==> src/hw/rtl/next_prime_trial_division_unit_defines.svh <==
// Assertion macros for the next-prime trial division unit.
// Included by the top level; no other dependencies.
`ifndef NEXT_PRIME_TRIAL_DIVISION_UNIT_DEFINES_SVH
`define NEXT_PRIME_TRIAL_DIVISION_UNIT_DEFINES_SVH

`ifndef SYNTHESIS

`define NPT_ASSERT_SAME(label, clk, rst_n, ante, cons) \
    label: assert property (@(posedge clk) disable iff (!rst_n) (ante) |-> (cons)) \
        else $error("npt assertion failed");

`define NPT_ASSERT_NEXT(label, clk, rst_n, ante, cons) \
    label: assert property (@(posedge clk) disable iff (!rst_n) (ante) |=> (cons)) \
        else $error("npt assertion failed");

`else

`define NPT_ASSERT_SAME(label, clk, rst_n, ante, cons)

`define NPT_ASSERT_NEXT(label, clk, rst_n, ante, cons)

`endif

`endif

==> src/hw/rtl/npt_pkg.sv <==
// Shared widths, microcode control word type and program ROM for the
// next-prime trial division unit. No dependencies.
package npt_pkg;

    localparam int VALUE_W = 32;
    localparam int DIV_W   = VALUE_W / 2 + 1;
    localparam int SQ_W    = 2 * DIV_W;
    localparam int CNT_W   = $clog2(VALUE_W);
    localparam int PC_W    = 4;

    typedef logic [PC_W-1:0] t_pc;

    typedef enum logic [2:0] {
        C_NEVER    = 3'd0,
        C_ALWAYS   = 3'd1,
        C_NO_IN    = 3'd2,
        C_DIV_BUSY = 3'd3,
        C_REM_ZERO = 3'd4,
        C_SQ_GE    = 3'd5,
        C_TOP      = 3'd6,
        C_OUT_BUSY = 3'd7
    } t_cond;

    typedef struct packed {
        logic  in_ready;
        logic  load_d3;
        logic  div_start;
        logic  div_step;
        logic  add_d2;
        logic  do_sq;
        logic  cand_add2;
        logic  set_ovf;
        logic  out_load;
        logic  fin;
        t_cond cond;
        t_pc   target;
    } t_uword;

    localparam t_pc STEP_IDLE = t_pc'(0);
    localparam t_pc STEP_D3   = t_pc'(1);
    localparam t_pc STEP_DIV  = t_pc'(2);
    localparam t_pc STEP_REM  = t_pc'(3);
    localparam t_pc STEP_SQ   = t_pc'(4);
    localparam t_pc STEP_BND  = t_pc'(5);
    localparam t_pc STEP_NXT  = t_pc'(6);
    localparam t_pc STEP_FAIL = t_pc'(7);
    localparam t_pc STEP_ADV  = t_pc'(8);
    localparam t_pc STEP_OVF  = t_pc'(9);
    localparam t_pc STEP_OUT  = t_pc'(10);

    function automatic t_uword npt_rom(input t_pc pc);
        t_uword w;
        w        = '0;
        w.cond   = C_NEVER;
        w.target = STEP_IDLE;
        case (pc)
            STEP_IDLE: begin
                w.in_ready = 1'b1;
                w.cond     = C_NO_IN;
                w.target   = STEP_IDLE;
            end
            STEP_D3: begin
                w.load_d3   = 1'b1;
                w.div_start = 1'b1;
            end
            STEP_DIV: begin
                w.div_step = 1'b1;
                w.cond     = C_DIV_BUSY;
                w.target   = STEP_DIV;
            end
            STEP_REM: begin
                w.add_d2 = 1'b1;
                w.cond   = C_REM_ZERO;
                w.target = STEP_FAIL;
            end
            STEP_SQ: begin
                w.do_sq = 1'b1;
            end
            STEP_BND: begin
                w.cond   = C_SQ_GE;
                w.target = STEP_OUT;
            end
            STEP_NXT: begin
                w.div_start = 1'b1;
                w.cond      = C_ALWAYS;
                w.target    = STEP_DIV;
            end
            STEP_FAIL: begin
                w.cond   = C_TOP;
                w.target = STEP_OVF;
            end
            STEP_ADV: begin
                w.cand_add2 = 1'b1;
                w.cond      = C_ALWAYS;
                w.target    = STEP_D3;
            end
            STEP_OVF: begin
                w.set_ovf = 1'b1;
            end
            STEP_OUT: begin
                w.out_load = 1'b1;
                w.fin      = 1'b1;
                w.cond     = C_OUT_BUSY;
                w.target   = STEP_OUT;
            end
            default: begin
                w.fin = 1'b1;
            end
        endcase
        return w;
    endfunction

endpackage

==> src/hw/rtl/npt_in_if.sv <==
// Input channel of the next-prime unit: valid/ready plus the start value.
// Depends on npt_pkg.
interface npt_in_if;
    import npt_pkg::*;

    logic               valid;
    logic               ready;
    logic [VALUE_W-1:0] start_value;

    modport source (output valid, output start_value, input ready);
    modport sink (input valid, input start_value, output ready);
endinterface

==> src/hw/rtl/npt_out_if.sv <==
// Result channel of the next-prime unit: valid/ready, prime and overflow.
// Depends on npt_pkg.
interface npt_out_if;
    import npt_pkg::*;

    logic               valid;
    logic               ready;
    logic [VALUE_W-1:0] prime_found;
    logic               overflow;

    modport source (output valid, output prime_found, output overflow, input ready);
    modport sink (input valid, input prime_found, input overflow, output ready);
endinterface

==> src/hw/rtl/next_prime_trial_division_unit.sv <==
// Next-prime search by trial division, run by a microcoded sequencer.
// Per candidate: the test by 3, then one test per odd divisor up to the ceiling
// square root, each a division in the radix-2 restoring divider.
// One item is in work at a time.
// The result waits in an output register; the next beat is taken meanwhile.
// Synchronous active-low reset returns the sequencer to idle and empties the output.
`include "next_prime_trial_division_unit_defines.svh"

module next_prime_trial_division_unit (
    input logic       i_clk,
    input logic       i_rst_n,
    npt_in_if.sink    i_in,
    npt_out_if.source o_out
);
    import npt_pkg::*;

    localparam logic [VALUE_W-1:0] CAND_TOP  = {{(VALUE_W - 2){1'b1}}, 2'b01};
    localparam logic [CNT_W-1:0]   CNT_LAST  = CNT_W'(VALUE_W - 1);
    localparam logic [DIV_W-1:0]   DIVISOR_3 = DIV_W'(3);

    t_pc                r_pc;
    t_pc                n_pc;
    t_uword             w_uw;
    logic               w_cond;
    logic               w_in_acc;
    logic               w_out_free;

    logic [VALUE_W-1:0] r_cand;
    logic               r_ovf;
    logic [DIV_W-1:0]   r_div;
    logic [DIV_W-1:0]   r_rem;
    logic [VALUE_W-1:0] r_dvd;
    logic [CNT_W-1:0]   r_cnt;
    logic [SQ_W-1:0]    r_sq;

    logic               r_out_valid;
    logic [VALUE_W-1:0] r_out_prime;
    logic               r_out_ovf;

    logic [DIV_W:0]     w_trial;
    logic               w_trial_ge;
    logic [DIV_W:0]     w_trial_rem;
    logic [DIV_W-1:0]   w_dm1;
    logic [SQ_W-1:0]    w_sq;

    assign w_uw       = npt_rom(r_pc);
    assign w_out_free = !r_out_valid || o_out.ready;
    assign w_in_acc   = w_uw.in_ready && i_in.valid;

    assign i_in.ready        = w_uw.in_ready;
    assign o_out.valid       = r_out_valid;
    assign o_out.prime_found = r_out_prime;
    assign o_out.overflow    = r_out_ovf;

    assign w_trial     = {r_rem, r_dvd[VALUE_W-1]};
    assign w_trial_ge  = w_trial >= {1'b0, r_div};
    assign w_trial_rem = w_trial_ge ? (w_trial - {1'b0, r_div}) : w_trial;
    assign w_dm1       = r_div - DIV_W'(1);
    assign w_sq        = {{DIV_W{1'b0}}, w_dm1} * {{DIV_W{1'b0}}, w_dm1};

    always_comb begin
        case (w_uw.cond)
            C_NEVER:    w_cond = 1'b0;
            C_ALWAYS:   w_cond = 1'b1;
            C_NO_IN:    w_cond = !i_in.valid;
            C_DIV_BUSY: w_cond = r_cnt != CNT_LAST;
            C_REM_ZERO: w_cond = r_rem == '0;
            C_SQ_GE:    w_cond = r_sq >= {{(SQ_W - VALUE_W){1'b0}}, r_cand};
            C_TOP:      w_cond = r_cand > CAND_TOP;
            C_OUT_BUSY: w_cond = !w_out_free;
            default:    w_cond = 1'b0;
        endcase
    end

    always_comb begin
        if (w_cond) begin
            n_pc = w_uw.target;
        end else if (w_uw.fin) begin
            n_pc = STEP_IDLE;
        end else begin
            n_pc = r_pc + t_pc'(1);
        end
    end

    always_ff @(posedge i_clk) begin
        if (!i_rst_n) begin
            r_pc        <= STEP_IDLE;
            r_out_valid <= 1'b0;
        end else begin
            r_pc <= n_pc;
            if (w_uw.out_load && w_out_free) begin
                r_out_valid <= 1'b1;
            end else if (o_out.ready) begin
                r_out_valid <= 1'b0;
            end
        end
    end

    always_ff @(posedge i_clk) begin
        if (w_in_acc) begin
            r_cand <= i_in.start_value | VALUE_W'(1);
            r_ovf  <= 1'b0;
        end else if (w_uw.cand_add2) begin
            r_cand <= r_cand + VALUE_W'(2);
        end else if (w_uw.set_ovf) begin
            r_cand <= '0;
            r_ovf  <= 1'b1;
        end
        if (w_uw.load_d3) begin
            r_div <= DIVISOR_3;
        end else if (w_uw.add_d2) begin
            r_div <= r_div + DIV_W'(2);
        end
        if (w_uw.div_start) begin
            r_rem <= '0;
            r_dvd <= r_cand;
            r_cnt <= '0;
        end else if (w_uw.div_step) begin
            r_rem <= w_trial_rem[DIV_W-1:0];
            r_dvd <= {r_dvd[VALUE_W-2:0], 1'b0};
            r_cnt <= r_cnt + CNT_W'(1);
        end
        if (w_uw.do_sq) begin
            r_sq <= w_sq;
        end
        if (w_uw.out_load && w_out_free) begin
            r_out_prime <= r_cand;
            r_out_ovf   <= r_ovf;
        end
    end

    `NPT_ASSERT_NEXT(a_accept_starts_test, i_clk, i_rst_n,
        i_in.valid && i_in.ready, r_pc == STEP_D3)
    `NPT_ASSERT_SAME(a_rem_below_divisor, i_clk, i_rst_n,
        r_pc == STEP_DIV, r_rem < r_div)
    `NPT_ASSERT_SAME(a_ovf_zero_prime, i_clk, i_rst_n,
        o_out.valid && o_out.overflow, o_out.prime_found == '0)
    `NPT_ASSERT_SAME(a_prime_is_odd, i_clk, i_rst_n,
        o_out.valid && !o_out.overflow, o_out.prime_found[0])

endmodule
==> src/flat_wrapper.sv <==
// flat-port wrapper written by rule: the top's interface ports become plain ports
module next_prime_trial_division_unit_flat import npt_pkg::*;
  (i_clk, i_rst_n, i_in_valid, i_in_start_value, i_in_ready, o_out_valid, o_out_prime_found, o_out_overflow, o_out_ready);
  npt_in_if i_in_i ();
  npt_out_if o_out_i ();
  input logic i_clk;
  input logic i_rst_n;
  input wire logic [$bits(i_in_i.valid)-1:0] i_in_valid;
  input wire logic [$bits(i_in_i.start_value)-1:0] i_in_start_value;
  output wire logic [$bits(i_in_i.ready)-1:0] i_in_ready;
  output wire logic [$bits(o_out_i.valid)-1:0] o_out_valid;
  output wire logic [$bits(o_out_i.prime_found)-1:0] o_out_prime_found;
  output wire logic [$bits(o_out_i.overflow)-1:0] o_out_overflow;
  input wire logic [$bits(o_out_i.ready)-1:0] o_out_ready;
  assign i_in_i.valid = i_in_valid;
  assign i_in_i.start_value = i_in_start_value;
  assign i_in_ready = i_in_i.ready;
  assign o_out_valid = o_out_i.valid;
  assign o_out_prime_found = o_out_i.prime_found;
  assign o_out_overflow = o_out_i.overflow;
  assign o_out_i.ready = o_out_ready;
  next_prime_trial_division_unit u_core (.i_clk(i_clk), .i_rst_n(i_rst_n), .i_in(i_in_i), .o_out(o_out_i));
endmodule
==> config.mk <==
export PLATFORM = sky130hd
export DESIGN_NAME = next_prime_trial_division_unit_flat
export DESIGN_NICKNAME = d
export VERILOG_FILES = /design/src/hw/rtl/npt_pkg.sv /design/src/hw/rtl/npt_in_if.sv /design/src/hw/rtl/npt_out_if.sv /design/src/hw/rtl/next_prime_trial_division_unit.sv /design/src/flat_wrapper.sv
export VERILOG_INCLUDE_DIRS = /design/src /design/src/hw/rtl
export SDC_FILE = /design/constraint.sdc
export NUM_CORES = 1
export LEC_CHECK = 0
export ABC_AREA = 1
export CAP_MARGIN = 15
export CELL_PAD_IN_SITES_DETAIL_PLACEMENT = 0
export CELL_PAD_IN_SITES_GLOBAL_PLACEMENT = 1
export CORE_MARGIN = 2
export CORE_UTILIZATION = 40
export DETAILED_ROUTE_END_ITERATION = 10
export DONT_BUFFER_PORTS = 1
export PLACE_DENSITY = 0.73
export SLEW_MARGIN = 10
export SYNTH_ARGS = -nofsm -noshare
export SYNTH_HDL_FRONTEND = slang
export SYNTH_SLANG_ARGS = --single-unit
==> constraint.sdc <==
create_clock -name i_clk -period 5.45 [get_ports i_clk]
set_input_delay 0 -clock i_clk [delete_from_list [all_inputs] [get_ports i_clk]]
set_output_delay 0 -clock i_clk [all_outputs]
set_load 0.005 [all_outputs]
==> results.py, run 1 <==
metrics = {
    "synthesis": {
        "synth-compound-area-share_pct": 8.62,
        "ys_warn_count": 0,
        "synthMuxAreaShare_pct": 0,
        "synth-async-reset-ratio_pct": 0,
        "synthCells": 2007,
        "ys_seq_area_share_pct": 27.7,
        "synthTopCellsByCount": "inv_1 (467), nand2_1 (412), ha_1 (169)",
        "synth_edf_count": 127,
        "synth_top_cell_by_area": "edfxtp_1",
        "syn_area_mm2": 0.0170,
        "synth_area_leaders": "edfxtp_1 (22%), fa_1 (19%), ha_1 (12%)",
        "synthAdderAreaFrac_pct": 31.9,
        "synth_simple_gate_area_share_pct": 17.3,
        "synth-main-ff-cell": "edfxtp_1",
        "synthXorXnorAreaFrac_pct": 2.58,
        "ys_types": 54,
        "synth_top_family_by_area": "adder cells",
        "synth.net_count": 2377,
        "synth_seq_cells": 172,
        "synth_top_area_share_pct": 22.4,
        "yosysMostFrequentCell": "inv_1",
        "syn_avg_cell_area_um2": 8.47,
    },
    "clock_tree": {
        "clk_pin_slew_worst_paths_ns": 0.09,
        "clockBufferDepth": 2,
        "htree_levels": 4,
        "cts_tree": "done",
        "insertion_delay_ns": 0.47,
        "cts_root_buf": "clkbuf_16",
        "numCtsBuffers": 17,
        "cts.sinks": 172,
    },
    "die": {
        "dieArea_mm2": 0.0442,
        "die_y_um": 210,
        "start_util_pct": 40.5,
        "io_pins": 71,
        "die_w_um": 210,
        "rows": 75,
        "coreArea_mm2": 0.0419,
    },
    "detailed_routing": {
        "routedWlPerCell_um": 15.2,
        "drtPass1Iterations": 6,
        "drt_iter0_markers": 711,
        "viasPerCell": 4.90,
        "finalWirelength_mm": 41.6,
        "postRouteAntennaNets": 0,
        "vias": 13400,
        "drcViolationCount": 0,
    },
    "cells_and_area": {
        "syn2layout_area_growth_pct": 22.0,
        "diodes": 0,
        "final_core_util_pct": 49.4,
        "nets": 2560,
        "drive_gt1_share_pct": 19.7,
    },
    "worst_setup_path": {
        "critPathLaunchType": "flip-flop",
        "cp-end-kind": "flip-flop",
        "crit_arrival_ns": 5.56,
        "worstPathMaxFanout": 7,
        "setup.worst_path.class": "flip-flop to flip-flop",
        "cp_slowest_cell": "fa_1",
        "slowest_delay_ns": 0.56,
        "path_cells": "buf_6, buf_4, nand2_1, inv_1, fa_1, inv_1, fa_1, fa_1, fa_1, inv_1, ha_1, ha_1, ha_4, nand2_1, or3_4, nor4_4, nand2_2, nand3b_1, nand2_1",
        "crit_required_ns": 5.69,
        "path_common_cell": "fa_1",
    },
    "timing": {
        "period_share_pct": 97.7,
        "setup_ws_ns": 0.126,
        "rsz0062_at_grt": "yes",
        "fmax_ghz": 0.188,
        "hold_violations": 0,
        "finalClockSkew_ns": 0.0145,
        "worst_slew_pin_slew_ns": 0.886,
        "setup_viol": 0,
        "min_period_ns": 5.32,
        "slew-limit-headroom_pct": 40.8,
        "finalMaxSlewViolations": 0,
    },
    "placement": {
        "place_ws_ns": -0.316,
        "dp_hpwl_mm": 33.6,
        "routabilityCongestion": 0.872,
        "portBuffers": 0,
    },
    "pwr": {
        "peakVddDrop_v": 0.000348,
        "total_power_w": 0.00662,
        "p_leak_nw": 10.7,
        "power_density_mw_per_mm2": 319,
    },
    "global_routing": {
        "grt_max_degree": 64,
        "grt_use_total_pct": 19.5,
        "grt_pass1_wl_mm": 68.4,
        "grt_antenna_before_repair": 0,
        "grt-ovfl-total": 0,
        "grt_pass1_vias": 13800,
    },
    "outcome": {
        "status": "complete, no violations",
    },
    "job": {
        "max_cap_violations": 0,
    },
    "min_path": {
        "hp-class": "input port to flip-flop",
    },
}
==> final timing paths <==
| kind | to | cells past startpoint | from | slack, ns |
|---|---|---|---|---|
| hold / removal | u_core.r_ovf | 4 | i_in_valid | 0.11 |
| setup / recovery | u_core.r_sq[33] | 19 | u_core.r_div[11] | 0.13 |
| hold reg to reg | u_core.o_out.overflow | 0 | u_core.r_ovf | 0.44 |
| setup reg to reg | u_core.r_sq[33] | 19 | u_core.r_div[11] | 0.13 |
==> layout make-up <==
type / instances / area (um^2)
fill: 3910 / 21200
multi-input combinational: 1306 / 11000
sequential: 172 / 4770
timing repair buffer: 215 / 1830
inverter: 478 / 1800
tap: 539 / 674
clock buffer: 17 / 425
clock inverter: 15 / 216
==> flip-flops by register name, summed over array words and instances (netlist names) <==
register	cells
u_core.r_pc	4
u_core.r_rem	17
u_core.r_cand	32
u_core.r_dvd	32
u_core.o_out.valid	1
u_core.r_cnt	5
u_core.o_out.prime_found	32
u_core.r_sq	31
u_core.r_div	16
u_core.r_ovf	1
u_core.o_out.overflow	1
==> where the power goes <==
part	switching, W	leakage, nW	total (W)	internal [W]
sequential	0.000303	1.57	0.00223	0.00193
clock	0.000647	0.305	0.00128	0.000633
combinational	0.00208	8.79	0.00311	0.00103
total	0.00303	10.7	0.00662	0.00359
==> placed cells by master (no fill, tap or decap), drive strengths merged, types with 2 or more instances in the layout <==
cell / count
clkbuf: 17
nand4: 15
o21a: 5
clkinv: 12
a21oi: 81
o31ai: 7
a21o: 5
nor3: 29
dfxtp: 45
nand3: 76
nor3b: 2
edfxtp: 127
o211ai: 14
nor4: 3
nand2: 427
buf: 182
inv: 481
o22ai: 3
fa: 165
xnor2: 17
ha: 169
a31oi: 7
xor2: 33
dlygate4sd3: 33
o21ai: 108
or2: 4
nand3b: 2
nor2: 109
o21bai: 7
a32o: 10
==> critical path, delay by kind of cell (launching register included) <==
kind | cells | cell delay, ns
flip-flops | 1 | 0.36
adder cells (fa/ha/maj) | 7 | 3.08
AND/OR/NAND/NOR | 7 | 1.15
buffers and inverters | 5 | 0.48
==> per-layer routing <==
metal | up-vias | wire [um] | track usage (%)
li1 | 6689 | - | -
met1 | 6494 | 19000 | 25.2
met2 | 219 | 20500 | 34.0
met3 | 43 | 1240 | 2.53
met4 | 0 | 843 | 5.84
met5 | - | 0 | 0
==> kinds of logic (layout without fill, tap and decap cells) <==
group,Yosys count,count (layout)
AOI/OAI and AO/OA,254,254
xor gates and xnor gates,50,50
DFF,172,172
and+or+nand+nor,668,668
adders and majority gates,334,334
buffers and inverters,529,725
==> timing repair <==
item                                    CTS  global route
hold buffers                             33             0
gates cloned                              0             0
resized for setup                        40           204
endpoints found under the setup margin   18            19
pin swaps                                 5            98
hold endpoints to repair                 36             0
setup buffers                             1            27
==> stage by stage <==
| stage | hold WS, ns | instance area (um^2) | instances | setup TNS [ns] |
|---|---|---|---|---|
| after floorplan | 0.118 | 17100 | 2007 | -0.0299 |
| after global placement | 0.121 | 18700 | 2652 | -2.04 |
| after detailed placement | 0.123 | 18700 | 2652 | -3.09 |
| after CTS | 0.0789 | 19800 | 2718 | -0.0147 |
| after global routing | 0.136 | 20700 | 2742 | -0.159 |
| final | 0.113 | 20700 | 2742 | 0 |
No activity file was read; power rests on OpenSTA's default activity.
==> run 2, diff against run 1 <==
--- a/config.mk
+++ b/config.mk
@@ -15,6 +15,7 @@
 export DETAILED_ROUTE_END_ITERATION = 10
 export DONT_BUFFER_PORTS = 1
 export PLACE_DENSITY = 0.73
+export RECOVER_POWER = 50
 export SLEW_MARGIN = 10
 export SYNTH_ARGS = -nofsm -noshare
 export SYNTH_HDL_FRONTEND = slang
==> constraint.sdc (replaced) <==
create_clock -name i_clk -period 4.4 [get_ports i_clk]
set_input_delay 0 -clock i_clk [delete_from_list [all_inputs] [get_ports i_clk]]
set_output_delay 0 -clock i_clk [all_outputs]
set_load 0.005 [all_outputs]
==> run 2 against run 1 <==
Net effect:
- routed wire length up 3.4%
- clock-buffer cell count unchanged
- sequential share of layout area down 0.79 points
- the run now ends with capacitance limit, slew limit, setup timing left
- die area unchanged
- clock skew down 0.0026 ns
- sequential power up 24%
- critical path type unchanged
- design area up 3.6%
- via count up 2.1%
- critical path depth up 5
- critical endpoint is now u_core.r_sq[27]
- worst hold slack worse by 0.010 ns
==> results.py, run 2 (synthesized netlist as in run 1, its figures left out) <==
metrics = {
    "outcome": {
        "status": "finished, violations left",
        "violations": "capacitance limit, slew limit, setup timing",
    },
    "detailed_routing": {
        "finalWirelength_mm": 43.0,
        "viasPerCell": 4.90,
        "drcViolationCount": 0,
        "routedWlPerCell_um": 15.3,
        "postRouteAntennaNets": 0,
        "vias": 13700,
        "drtPass1Iterations": 5,
        "drt_iter0_markers": 745,
    },
    "timing": {
        "fmax_ghz": 0.187,
        "hold_violations": 0,
        "worst_slew_pin_slew_ns": 2.53,
        "setup_viol": 24,
        "rsz0062_at_grt": "yes",
        "setup_ws_ns": -0.954,
        "min_period_ns": 5.35,
        "finalClockSkew_ns": 0.0119,
        "period_share_pct": 122,
        "slew-limit-headroom_pct": -69.2,
        "finalMaxSlewViolations": 101,
    },
    "worst_setup_path": {
        "worstSetupStartpoint": "u_core.r_div[11]",
        "cp_slowest_cell": "fa_2",
        "path_cells": "buf_12, buf_6, nand2_4, inv_2, fa_1, inv_2, fa_2, fa_2, inv_2, fa_1, fa_1, inv_1, fa_1, inv_2, ha_4, nand2_2, nand2_2, a31oi_4, nand2_1, nand2_1, nand3_2, a21o_1, buf_4, xor2_1",
        "rr_endpoint": "u_core.r_sq[27]",
        "cp-endpoint": "u_core.r_sq[27]",
        "setup.worst_path.class": "flip-flop to flip-flop",
        "crit_arrival_ns": 5.56,
        "crit_required_ns": 4.61,
        "slowest_delay_ns": 0.54,
        "cp-end-kind": "flip-flop",
        "worstPathMaxFanout": 11,
        "regToRegStartpoint": "u_core.r_div[11]",
        "rrSetupSlack_ns": -0.95,
        "rr_worst_depth": 24,
        "critPathLaunchType": "flip-flop",
    },
    "pwr": {
        "p_leak_nw": 11.1,
        "peakVddDrop_v": 0.000575,
        "power_density_mw_per_mm2": 382,
        "total_power_w": 0.00820,
    },
    "clock_tree": {
        "insertion_delay_ns": 0.46,
        "clk_pin_slew_worst_paths_ns": 0.08,
        "cts_root_buf": "clkbuf_16",
        "cts_tree": "done",
        "cts.sinks": 172,
        "clockBufferDepth": 2,
        "htree_levels": 4,
        "numCtsBuffers": 17,
    },
    "die": {
        "io_pins": 71,
        "die_y_um": 210,
        "dieArea_mm2": 0.0442,
        "start_util_pct": 40.5,
        "die_w_um": 210,
        "rows": 75,
        "coreArea_mm2": 0.0419,
    },
    "placement": {
        "dp_hpwl_mm": 34.6,
        "routabilityCongestion": 0.870,
        "portBuffers": 0,
    },
    "global_routing": {
        "grt_max_degree": 44,
        "grt_use_total_pct": 20.2,
        "grt_pass1_vias": 14300,
        "grt-ovfl-total": 0,
        "grt_pass1_wl_mm": 71.0,
        "grt_antenna_before_repair": 0,
    },
    "job": {
        "max_cap_violations": 3,
    },
    "cells_and_area": {
        "nets": 2620,
        "diodes": 0,
        "final_cell_mix": "inv_1 (417), nand2_1 (358), buf_4 (204), fa_1 (146), ha_1 (146)",
        "final_core_util_pct": 51.2,
        "mostFrequentLayoutCell": "inv_1",
        "drive_gt1_share_pct": 24.3,
        "syn2layout_area_growth_pct": 26.4,
        "fillers": 3843,
    },
    "min_path": {
        "hp-class": "input port to flip-flop",
    },
}
run 2: cell types whose count changed in the layout (fill, tap and decap cells not counted), sizes merged:
cell	previous run	this run
clkinv	12	8
inv	481	484
buf	182	239
clkinvlp	0	1
clkbuf	17	20
run 2: metrics by stage:
step | area, um^2 | setup TNS (ns) | std cells | hold WS, ns | worst slack [ns]
final | 21500 | -17.17 | 2802 | 0.103 | -0.954
after global routing | 21500 | -21.15 | 2802 | 0.188 | -1.10
after CTS | 21000 | -16.49 | 2782 | 0.0932 | -0.911
after detailed placement | 19400 | -22.79 | 2699 | 0.132 | -1.17
after global placement | 19400 | -20.85 | 2699 | 0.120 | -1.14
after floorplan | 17700 | -12.15 | 2007 | 0.118 | -0.784
run 2: final cells by class:
| type | count | area, um^2 | share of cell area (%) |
|---|---|---|---|
| clock buffers | 17 | 425 | 1.98 |
| well taps | 539 | 674 | 3.14 |
| flip-flops and latches | 172 | 4770 | 22.2 |
| repair buffers | 275 | 2350 | 10.9 |
| clock inverters | 15 | 168 | 0.780 |
| multi-input cells | 1306 | 11300 | 52.6 |
| inverters | 478 | 1800 | 8.37 |
run 2: what timing repair did:
item                                   in CTS  in global routing
pin swaps                                  32                 50
endpoints found under the hold margin      36                  0
setup endpoints to repair                  25                 25
resized for setup                         126                110
setup buffers                              18                 21
hold buffers                               33                  0
run 2: per-layer routing:
metal  wire [um]  track usage (%)  up-vias
met4        1120             6.87        0
met3        1270             2.47       64
met1       19100             25.2     6650
met2       21500             36.2      221
li1            -                -     6796
met5           0                0        -
run 2: how the worst min path moves through the flow:
stage / from / to / slack, ns / cells past startpoint
floorplan: i_rst_n / u_core.o_out.valid / 0.12 / 1
global placement: i_rst_n / u_core.o_out.valid / 0.12 / 1
detailed placement: i_rst_n / u_core.o_out.valid / 0.13 / 1
CTS: i_in_valid / u_core.r_pc[0] / 0.09 / 5
global route: i_in_valid / u_core.r_pc[0] / 0.19 / 5
finish: i_in_valid / u_core.r_pc[0] / 0.10 / 5
run 2: worst max-delay path: cells and delay by family, from the launching register on:
kind                       cells  cell delay, ns
and+or+nand+nor                6            0.47
AOI/OAI and AO/OA              2            0.34
buffers and inverters          8            0.62
xor gates and xnor gates       1            0.16
DFF                            1            0.34
adders and majority gates      7            3.18
run 2: where the power goes:
part	internal, W	switching [W]
Sequential	0.00239	0.000380
Combinational	0.00130	0.00260
Clock	0.000762	0.000756
